**src/hw/rtl/cda_pkg.sv**
```systemverilog
package cda_pkg;

  localparam logic [13:0] YEAR_MAX = 14'd9999;

  // Divide by 100 for years below 43699: (y * 5243) >> 19
  localparam logic [26:0] DIV100_MUL = 27'd5243;
  localparam int unsigned DIV100_SHIFT = 19;

  typedef enum logic [1:0] {
    ACT_SET    = 2'd0,
    ACT_DAYS   = 2'd1,
    ACT_MONTHS = 2'd2,
    ACT_YEARS  = 2'd3
  } action_t;

  typedef enum logic [1:0] {
    ST_OK     = 2'd0,
    ST_BADSET = 2'd1,
    ST_OVF    = 2'd2
  } status_t;

  typedef enum logic [3:0] {
    S_IDLE,
    S_LEAP_Q,
    S_LEAP_F,
    S_SET,
    S_WALK,
    S_MDIV,
    S_YCHK,
    S_CLAMP,
    S_FIN
  } ctl_state_t;

  typedef enum logic [3:0] {
    CMD_NONE,
    CMD_LOAD,
    CMD_LEAP_Q,
    CMD_LEAP_F,
    CMD_SET,
    CMD_WALK,
    CMD_MDIV,
    CMD_YCHK,
    CMD_CLAMP,
    CMD_FIN
  } dp_cmd_t;

  typedef struct packed {
    action_t act;
    logic    mdiv_done;
    logic    walk_end;
    logic    walk_year;
    logic    ny_ovf;
    logic    out_free;
  } dp_stat_t;

  function automatic logic [4:0] month_len(input logic [3:0] m, input logic leap);
    logic [4:0] len;
    unique case (m)
      4'd2:                      len = leap ? 5'd29 : 5'd28;
      4'd4, 4'd6, 4'd9, 4'd11:   len = 5'd30;
      default:                   len = 5'd31;
    endcase
    return len;
  endfunction

endpackage

```
**src/hw/rtl/calendar_date_adder.sv**
```systemverilog
// Gregorian date register with add-days, add-months and add-years commands.
// Each input word sets the date or adds to it and yields exactly one result word
// carrying the new date and a status (ok, invalid set ignored, year overflow
// saturated to 9999-12-31). Reset date is 0000-01-01; year 0 is a leap year.
// One word is worked at a time. A set runs the leap test before it checks the
// fields; add-months first takes twelve months at a time off the total, and both
// add-months and add-years then redo the leap test and clamp the day. Adding
// days walks the calendar one month per cycle, pausing at each year boundary
// to redo the leap test. A finished result sits in an output register, so the
// next word is taken while it waits.
module calendar_date_adder (
  input  logic        clk,
  input  logic        rst_n,
  input  logic        in_tvalid,
  output logic        in_tready,
  input  logic [39:0] in_tdata,   // [13:0] year_in, [21:14] month_in, [33:22] day_in, rest 0
  input  logic [1:0]  in_tuser,   // [1:0] action
  output logic        out_tvalid,
  input  logic        out_tready,
  output logic [23:0] out_tdata,  // [13:0] year_out, [17:14] month_out, [22:18] day_out, [23] 0
  output logic [1:0]  out_tuser   // [1:0] status
);

  cda_pkg::dp_cmd_t  cmd;
  cda_pkg::dp_stat_t stat;
  cda_pkg::action_t  in_action;
  cda_pkg::status_t  out_status;
  logic [13:0]       out_year;
  logic [3:0]        out_month;
  logic [4:0]        out_day;

  assign in_action = cda_pkg::action_t'(in_tuser);

  // Sequence the work of one word
  cda_ctrl u_ctrl (
    .clk       (clk),
    .rst_n     (rst_n),
    .in_tvalid (in_tvalid),
    .in_action (in_action),
    .in_tready (in_tready),
    .stat      (stat),
    .cmd       (cmd)
  );

  // Hold the date, the leap test and the output register
  cda_dp u_dp (
    .clk        (clk),
    .rst_n      (rst_n),
    .cmd        (cmd),
    .stat       (stat),
    .in_action  (in_action),
    .in_year    (in_tdata[13:0]),
    .in_month   (in_tdata[21:14]),
    .in_day     (in_tdata[33:22]),
    .out_valid  (out_tvalid),
    .out_ready  (out_tready),
    .out_year   (out_year),
    .out_month  (out_month),
    .out_day    (out_day),
    .out_status (out_status)
  );

  assign out_tdata = {1'b0, out_day, out_month, out_year};
  assign out_tuser = out_status;

endmodule

```
**src/hw/rtl/cda_ctrl.sv**
```systemverilog
module cda_ctrl (
  input  logic               clk,
  input  logic               rst_n,
  input  logic               in_tvalid,
  input  cda_pkg::action_t   in_action,
  output logic               in_tready,
  input  cda_pkg::dp_stat_t  stat,
  output cda_pkg::dp_cmd_t   cmd
);

  cda_pkg::ctl_state_t state_r;
  cda_pkg::ctl_state_t state_nxt;

  always_ff @(posedge clk) begin
    if (!rst_n) begin
      state_r <= cda_pkg::S_IDLE;
    end else begin
      state_r <= state_nxt;
    end
  end

  // Next state
  always_comb begin
    state_nxt = state_r;
    unique case (state_r)
      cda_pkg::S_IDLE: begin
        if (in_tvalid) begin
          unique case (in_action)
            cda_pkg::ACT_SET,
            cda_pkg::ACT_DAYS:   state_nxt = cda_pkg::S_LEAP_Q;
            cda_pkg::ACT_MONTHS: state_nxt = cda_pkg::S_MDIV;
            default:             state_nxt = cda_pkg::S_YCHK;
          endcase
        end
      end
      cda_pkg::S_LEAP_Q: state_nxt = cda_pkg::S_LEAP_F;
      cda_pkg::S_LEAP_F: begin
        unique case (stat.act)
          cda_pkg::ACT_SET:  state_nxt = cda_pkg::S_SET;
          cda_pkg::ACT_DAYS: state_nxt = cda_pkg::S_WALK;
          default:           state_nxt = cda_pkg::S_CLAMP;
        endcase
      end
      cda_pkg::S_SET: state_nxt = cda_pkg::S_FIN;
      cda_pkg::S_WALK: begin
        priority if (stat.walk_end) begin
          state_nxt = cda_pkg::S_FIN;
        end else if (stat.walk_year) begin
          state_nxt = cda_pkg::S_LEAP_Q;
        end
      end
      cda_pkg::S_MDIV: begin
        if (stat.mdiv_done) begin
          state_nxt = cda_pkg::S_YCHK;
        end
      end
      cda_pkg::S_YCHK: state_nxt = stat.ny_ovf ? cda_pkg::S_FIN : cda_pkg::S_LEAP_Q;
      cda_pkg::S_CLAMP: state_nxt = cda_pkg::S_FIN;
      cda_pkg::S_FIN: begin
        if (stat.out_free) begin
          state_nxt = cda_pkg::S_IDLE;
        end
      end
      default: state_nxt = cda_pkg::S_IDLE;
    endcase
  end

  // Outputs
  always_comb begin
    in_tready = 1'b0;
    cmd       = cda_pkg::CMD_NONE;
    unique case (state_r)
      cda_pkg::S_IDLE: begin
        in_tready = 1'b1;
        cmd       = in_tvalid ? cda_pkg::CMD_LOAD : cda_pkg::CMD_NONE;
      end
      cda_pkg::S_LEAP_Q: cmd = cda_pkg::CMD_LEAP_Q;
      cda_pkg::S_LEAP_F: cmd = cda_pkg::CMD_LEAP_F;
      cda_pkg::S_SET:    cmd = cda_pkg::CMD_SET;
      cda_pkg::S_WALK:   cmd = cda_pkg::CMD_WALK;
      cda_pkg::S_MDIV:   cmd = cda_pkg::CMD_MDIV;
      cda_pkg::S_YCHK:   cmd = cda_pkg::CMD_YCHK;
      cda_pkg::S_CLAMP:  cmd = cda_pkg::CMD_CLAMP;
      cda_pkg::S_FIN:    cmd = cda_pkg::CMD_FIN;
      default:           cmd = cda_pkg::CMD_NONE;
    endcase
  end

endmodule

```
**src/hw/rtl/cda_dp.sv**
```systemverilog
module cda_dp (
  input  logic               clk,
  input  logic               rst_n,
  input  cda_pkg::dp_cmd_t   cmd,
  output cda_pkg::dp_stat_t  stat,
  input  cda_pkg::action_t   in_action,
  input  logic [13:0]        in_year,
  input  logic [7:0]         in_month,
  input  logic [11:0]        in_day,
  output logic               out_valid,
  input  logic               out_ready,
  output logic [13:0]        out_year,
  output logic [3:0]         out_month,
  output logic [4:0]         out_day,
  output cda_pkg::status_t   out_status
);

  // Architectural date
  logic [13:0] year_r;
  logic [3:0]  month_r;
  logic [4:0]  day_r;

  // Item under work
  cda_pkg::action_t act_r;
  cda_pkg::status_t st_r;
  logic [13:0] yin_r;
  logic [7:0]  min_r;
  logic [11:0] din_r;
  logic [12:0] t_r;
  logic [8:0]  total_r;
  logic [14:0] ny_r;
  logic [7:0]  q_r;
  logic        leap_r;

  // Output register
  logic             out_valid_r;
  logic [13:0]      out_year_r;
  logic [3:0]       out_month_r;
  logic [4:0]       out_day_r;
  cda_pkg::status_t out_st_r;

  logic [13:0] probe;
  logic [26:0] prod;
  logic [13:0] rem;
  logic        leap_nxt;
  logic [4:0]  cur_len;
  logic [4:0]  set_len;
  logic        set_ok;
  logic        walk_over;
  logic        at_dec;
  logic        year_top;
  logic        out_free;

  // Leap test: y/100 by reciprocal, then the remainder from it
  assign probe    = (act_r == cda_pkg::ACT_SET) ? yin_r : year_r;
  assign prod     = {13'd0, probe} * cda_pkg::DIV100_MUL;
  assign rem      = probe - 14'({6'd0, q_r} * 14'd100);
  assign leap_nxt = (probe[1:0] == 2'b00) && ((rem != 14'd0) || (q_r[1:0] == 2'b00));

  assign cur_len = cda_pkg::month_len(month_r, leap_r);
  assign set_len = cda_pkg::month_len(min_r[3:0], leap_r);
  assign set_ok  = (yin_r <= cda_pkg::YEAR_MAX) && (min_r >= 8'd1) && (min_r <= 8'd12) &&
                   (din_r >= 12'd1) && (din_r <= {7'd0, set_len});

  assign walk_over = t_r > {8'd0, cur_len};
  assign at_dec    = month_r == 4'd12;
  assign year_top  = year_r >= cda_pkg::YEAR_MAX;
  assign out_free  = !out_valid_r || out_ready;

  assign stat.act       = act_r;
  assign stat.mdiv_done = total_r < 9'd12;
  assign stat.walk_end  = !walk_over || (at_dec && year_top);
  assign stat.walk_year = walk_over && at_dec && !year_top;
  assign stat.ny_ovf    = ny_r > {1'b0, cda_pkg::YEAR_MAX};
  assign stat.out_free  = out_free;

  always_ff @(posedge clk) begin
    if (!rst_n) begin
      year_r      <= 14'd0;
      month_r     <= 4'd1;
      day_r       <= 5'd1;
      out_valid_r <= 1'b0;
    end else begin
      unique case (cmd)
        cda_pkg::CMD_LOAD: begin
          act_r   <= in_action;
          st_r    <= cda_pkg::ST_OK;
          yin_r   <= in_year;
          min_r   <= in_month;
          din_r   <= in_day;
          t_r     <= {8'd0, day_r} + {1'b0, in_day};
          total_r <= {5'd0, month_r} - 9'd1 + {1'b0, in_month};
          ny_r    <= (in_action == cda_pkg::ACT_YEARS) ?
                     ({1'b0, year_r} + {1'b0, in_year}) : {1'b0, year_r};
        end
        cda_pkg::CMD_LEAP_Q: q_r    <= prod[26:cda_pkg::DIV100_SHIFT];
        cda_pkg::CMD_LEAP_F: leap_r <= leap_nxt;
        cda_pkg::CMD_SET: begin
          if (set_ok) begin
            year_r  <= yin_r;
            month_r <= min_r[3:0];
            day_r   <= din_r[4:0];
          end else begin
            st_r <= cda_pkg::ST_BADSET;
          end
        end
        cda_pkg::CMD_WALK: begin
          // Advance one month a cycle; a year crossing goes back for a new leap flag
          if (walk_over) begin
            if (at_dec) begin
              if (year_top) begin
                year_r  <= cda_pkg::YEAR_MAX;
                month_r <= 4'd12;
                day_r   <= 5'd31;
                st_r    <= cda_pkg::ST_OVF;
              end else begin
                year_r  <= year_r + 14'd1;
                month_r <= 4'd1;
                t_r     <= t_r - {8'd0, cur_len};
              end
            end else begin
              month_r <= month_r + 4'd1;
              t_r     <= t_r - {8'd0, cur_len};
            end
          end else begin
            day_r <= t_r[4:0];
          end
        end
        cda_pkg::CMD_MDIV: begin
          if (!stat.mdiv_done) begin
            total_r <= total_r - 9'd12;
            ny_r    <= ny_r + 15'd1;
          end
        end
        cda_pkg::CMD_YCHK: begin
          if (stat.ny_ovf) begin
            year_r  <= cda_pkg::YEAR_MAX;
            month_r <= 4'd12;
            day_r   <= 5'd31;
            st_r    <= cda_pkg::ST_OVF;
          end else begin
            year_r <= ny_r[13:0];
            if (act_r == cda_pkg::ACT_MONTHS) begin
              month_r <= total_r[3:0] + 4'd1;
            end
          end
        end
        cda_pkg::CMD_CLAMP: begin
          if (day_r > cur_len) begin
            day_r <= cur_len;
          end
        end
        default: begin
        end
      endcase

      if ((cmd == cda_pkg::CMD_FIN) && out_free) begin
        out_valid_r <= 1'b1;
        out_year_r  <= year_r;
        out_month_r <= month_r;
        out_day_r   <= day_r;
        out_st_r    <= st_r;
      end else if (out_ready) begin
        out_valid_r <= 1'b0;
      end
    end
  end

  assign out_valid  = out_valid_r;
  assign out_year   = out_year_r;
  assign out_month  = out_month_r;
  assign out_day    = out_day_r;
  assign out_status = out_st_r;

  a_month_range: assert property (@(posedge clk) disable iff (!rst_n)
    (month_r >= 4'd1) && (month_r <= 4'd12))
    else $error("month left 1..12");

  a_day_range: assert property (@(posedge clk) disable iff (!rst_n)
    (day_r >= 5'd1) && (day_r <= 5'd31))
    else $error("day left 1..31");

  a_year_range: assert property (@(posedge clk) disable iff (!rst_n)
    year_r <= cda_pkg::YEAR_MAX)
    else $error("year beyond limit");

  a_sat_date: assert property (@(posedge clk) disable iff (!rst_n)
    (out_valid_r && (out_st_r == cda_pkg::ST_OVF)) |->
    ((out_year_r == cda_pkg::YEAR_MAX) && (out_month_r == 4'd12) && (out_day_r == 5'd31)))
    else $error("overflow result not saturated");

endmodule

```
**config.mk**
```make
export PLATFORM = sky130hd
export DESIGN_NAME = calendar_date_adder
export DESIGN_NICKNAME = d
export VERILOG_FILES = /design/src/hw/rtl/cda_pkg.sv /design/src/hw/rtl/calendar_date_adder.sv /design/src/hw/rtl/cda_ctrl.sv /design/src/hw/rtl/cda_dp.sv
export SDC_FILE = /design/constraint.sdc
export NUM_CORES = 1
export LEC_CHECK = 0
export ABC_AREA = 1
export BUFFER_PORTS_ARGS = -buffer_cell sky130_fd_sc_hd__buf_2
export CORE_ASPECT_RATIO = 0.8
export CORE_MARGIN = 2
export CORE_UTILIZATION = 40
export CTS_CLUSTER_DIAMETER = 60
export DETAILED_ROUTE_END_ITERATION = 10
export SYNTH_ARGS = -nofsm -noshare
export SYNTH_HDL_FRONTEND = slang
export SYNTH_SLANG_ARGS = --single-unit
```
**constraint.sdc**
```tcl
create_clock -name clk -period 5.1 [get_ports clk]
set_input_delay 0 -clock clk [delete_from_list [all_inputs] [get_ports clk]]
set_output_delay 0 -clock clk [all_outputs]
set_load 0.005 [all_outputs]
```
==> key figures <==
Global routing
  – First-pass GRT wire length: 58700 um
  – Vias in the first global route: roughly 11000
  – Largest net degree at the start of global routing: 37
  – Gr ovfl total: 0
  – Total global-route track usage: 0.2150
  – Initial antenna violation count: 0

Detailed routing
  – Antenna viol nets, final: 0
  – DRC violations left: 0
  – DR vias/cell: 5.132
  – Total Wirelength: 37550 um
  – Routed wire per std cell: between 15 and 20 um
  – Vias: 11471
  – Drt first pass iters: 5
  – DRT iter0 DRCs: 1005

Worst setup path
  – WP buf/inv: 7
  – Top cell family by delay on the critical path: adder cells
  – Critical register-to-register path startpoint: u_dp.act_r[1]
  – Critical-path top delay cell: fa_1
  – R2R Setup Slk: 0.05 ns
  – Reg2reg end: u_dp.q_r[6]
  – Crit path kind: reg2reg
  – Worst path depth: 22
  – Kind of start point of the critical path: flip-flop
  – Arrival @ worst endpoint: between 5 and 6 ns
  – Worst R2R Path Depth: 22
  – Crit path cell chain: nor2_4, clkbuf_16, buf_6, o21ai_4, clkinv_4, fa_1, ha_1, inv_2, fa_1, inv_2, fa_1, inv_2, fa_1, inv_2, ha_4, a21oi_2, o21ai_1, a21oi_1, nand2_2, a21boi_4, o21ai_2, xor2_1
  – Setup crit end: u_dp.q_r[6]
  – CP startpoint: u_dp.act_r[1]
  – CP Max Fanout: 8
  – CP endpoint kind: flip-flop
  – CP peak stage delay: a little over 0.5 ns
  – WP data required: 5.29 ns

CTS
  – Insertion delay to the later sink of the worst-skew pair: 0.44 ns
  – Clk sinks: about 140
  – # H-tree levels: 4
  – Clk Tree Root Cell: clkbuf_16
  – TritonCTS clock tree: built
  – Max Root-Sink Buffers: 2
  – Clock-pin transition on the worst setup and hold timing paths: 0.06 ns
  – CTS buffer count: 17

STA
  – Period minus WS final: 5.053 ns
  – Count of final max-slew check failures: 0
  – Worst slew margin: 0.4054
  – Slew @ Worst Pin: 0.8898 ns
  – RSZ-0062 raised after global routing: yes
  – Setup ws final: 0.04745 ns
  – Clock Skews: 0.01599 ns
  – Final worst-path cycle share: 0.9907
  – Final-report hold violation count: 0
  – Setup violators final: 0
  – Fmax: 0.1979 GHz

Synth
  – Post-synthesis mux area share: 0
  – Commonest register cell after synthesis: edfxtp_1
  – Synth Warn #: 0
  – Seq/Total Area, Yosys: 0.2907
  – Largest family of logic cells by synthesized area: adder cells
  – Post-Synth XOR/XNOR Area: 0.05047
  – Synth Area per Inst: 8.207 sq um
  – Synth Area in Adders: 0.2510
  – Mapped Nets: 1881
  – EDFF count, synth: 109
  – Cells after synthesis: 1607
  – Async S/R FF share, synth: 0
  – Yosys reg bits: 137
  – Synth Area in Simple Gates: 0.1981
  – Compound-Gate Fraction of Synth Area: 0.1227
  – Synth cell types: 57
  – Cell Area, Synth: between 10000 and 15000 sq um

Final layout
  – Final Non-Filler Cells: 2235
  – Fin area: 16040 sq um
  – Antenna Cells: 0
  – Fill count: 3108
  – Layout area overhead: 21.58%
  – Ratio of cells with drive above 1 in the final layout: 0.1836
  – Nets: 2069
  – Final Util: 0.4937
  – Multi-input logic area: a little under 9000 sq um
  – Seq. cell area: 3834 sq um

Floorplanning
  – Cell row count: between 50 and 60
  – Die area: 34450 sq um
  – Core box area: 32480 sq um
  – Die Width: 207.0 um
  – I/O pins: 74
  – Chip Height: 166.4 um
  – Initial Util: 0.4060

Placed design
  – Placed insts: roughly 2100
  – GPL Wtd Cong: 0.9241
  – Pre-CTS WS: -0.1456 ns
  – PortBufs: 66
  – Post-DP Area: 14380 sq um
  – Hpwl dp: 29610 um

Worst hold path
  – Hold WC Path Type: in2reg

Job
  – Max_cap viols: 0

Outcome
  – Status: finished clean
placed cells by master (no fill, tap or decap), drive strengths merged, types with 25 or more instances in the layout:
cell type    Yosys  final
edfxtp         109    109
nor3            25     25
xnor2           33     33
dlygate4sd3      0     39
xor2            43     43
o21ai          125    125
fa              61     61
nand3           83     83
nor2           140    140
buf              5    151
nand2          294    294
inv            270    273
dfxtp           28     28
a21oi          100    100
ha             167    167
stage by stage:
stage / setup TNS [ns] / hold WS [ns]
2_1_floorplan: 0 / 0.09887
3_3_place_gp: 0 / 0.2009
3_5_place_dp: -0.3796 / 0.2007
4_1_cts: 0 / 0.2829
5_1_grt: -0.5471 / 0.3109
6_report: 0 / 0.3027
state kept, by name (all words and copies together), names as in the netlist:
register / flops
u_dp.ny_r: 15
u_dp.out_year: 14
u_dp.year_r: 14
u_dp.yin_r: 14
u_dp.t_r: 13
u_dp.din_r: 12
u_dp.total_r: 9
u_dp.min_r: 8
u_dp.q_r: 8
u_dp.day_r: 5
u_dp.out_day: 5
u_ctrl.state_r: 4
u_dp.month_r: 4
u_dp.out_month: 4
u_dp.act_r: 2
u_dp.out_status: 2
u_dp.st_r: 2
u_dp.leap_r: 1
u_dp.out_valid: 1
synth_stat cells (all sizes together) (19+ instances only):
| cell type | n | area, sq um |
|---|---|---|
| nand2 | 294 | 1164 |
| inv | 270 | 1013 |
| ha | 167 | 2090 |
| nor2 | 140 | 565.5 |
| o21ai | 125 | 633.1 |
| edfxtp | 109 | 3273 |
| a21oi | 100 | 500.5 |
| nand3 | 83 | 475.5 |
| fa | 61 | 1221 |
| xor2 | 43 | 376.6 |
| xnor2 | 33 | 289.0 |
| dfxtp | 28 | 560.5 |
| nor3 | 25 | 151.4 |
| nand4 | 19 | 118.9 |
worst register-to-register path, cell delays in order, from the launching register on:
cell and delay, ns:
edfxtp_1 0.44, nor2_4 0.09, clkbuf_16 0.17, buf_6 0.12, o21ai_4 0.19, clkinv_4 0.12
fa_1 0.45, ha_1 0.31, inv_2 0.04, fa_1 0.51, inv_2 0.04, fa_1 0.51
inv_2 0.04, fa_1 0.48, inv_2 0.05, ha_4 0.23, a21oi_2 0.15, o21ai_1 0.09
a21oi_1 0.20, nand2_2 0.12, a21boi_4 0.23, o21ai_2 0.09, xor2_1 0.14
layer usage:
layer / part of all wire / GRT usage / routed length (um) / vias to the layer above
met5: 0 / 0 / 0 / -
met1: 0.52 / 0.3431 / 19550 / 5377
li1: - / - / - / 5727
met2: 0.41 / 0.3032 / 15320 / 350
met4: 0.0070 / 0.04099 / 262 / 0
met3: 0.064 / 0.03375 / 2412 / 17
repair_timing:
action                                 4_1_cts  5_1_grt
gates resized for setup                      5       98
pin swaps                                    1       34
hold buffers                                39        0
setup endpoints to repair                    3        8
endpoints found under the hold margin       42        0
gates cloned                                 0        1
buffers inserted                             0       32
cell families after synthesis:
kind of cell,count (synthesis)
compound gates,288
xor+xnor,76
fa+ha+maj,228
buf+inv,295
flops,137
other cells,1
simple gates,582
cell type report:
class	count	area share
Inverter	273	0.06429
Timing Repair Buffer	191	0.08825
Sequential cell	137	0.2391
Multi-Input combinational cell	1175	0.5421
Clock inverter	14	0.006242
Clock buffer	18	0.02676
Tap cell	427	0.03332
worst min-delay path by stage:
stage / from / endpoint / slack, ns / cells past startpoint
6_report: in_tdata[18] / u_dp.min_r[4] / 0.30 / 2
5_1_grt: in_tdata[19] / u_dp.min_r[5] / 0.31 / 2
4_1_cts: in_tdata[16] / u_dp.min_r[2] / 0.28 / 2
3_5_place_dp: in_tdata[16] / u_dp.min_r[2] / 0.20 / 1
3_3_place_gp: in_tdata[17] / u_dp.min_r[3] / 0.20 / 1
2_1_floorplan: in_tuser[0] / u_dp.act_r[0] / 0.1 / 0
Power is left out: the tool's default activity adds up to more than one toggle a clock period on the data nets, which glitch-free logic cannot reach.
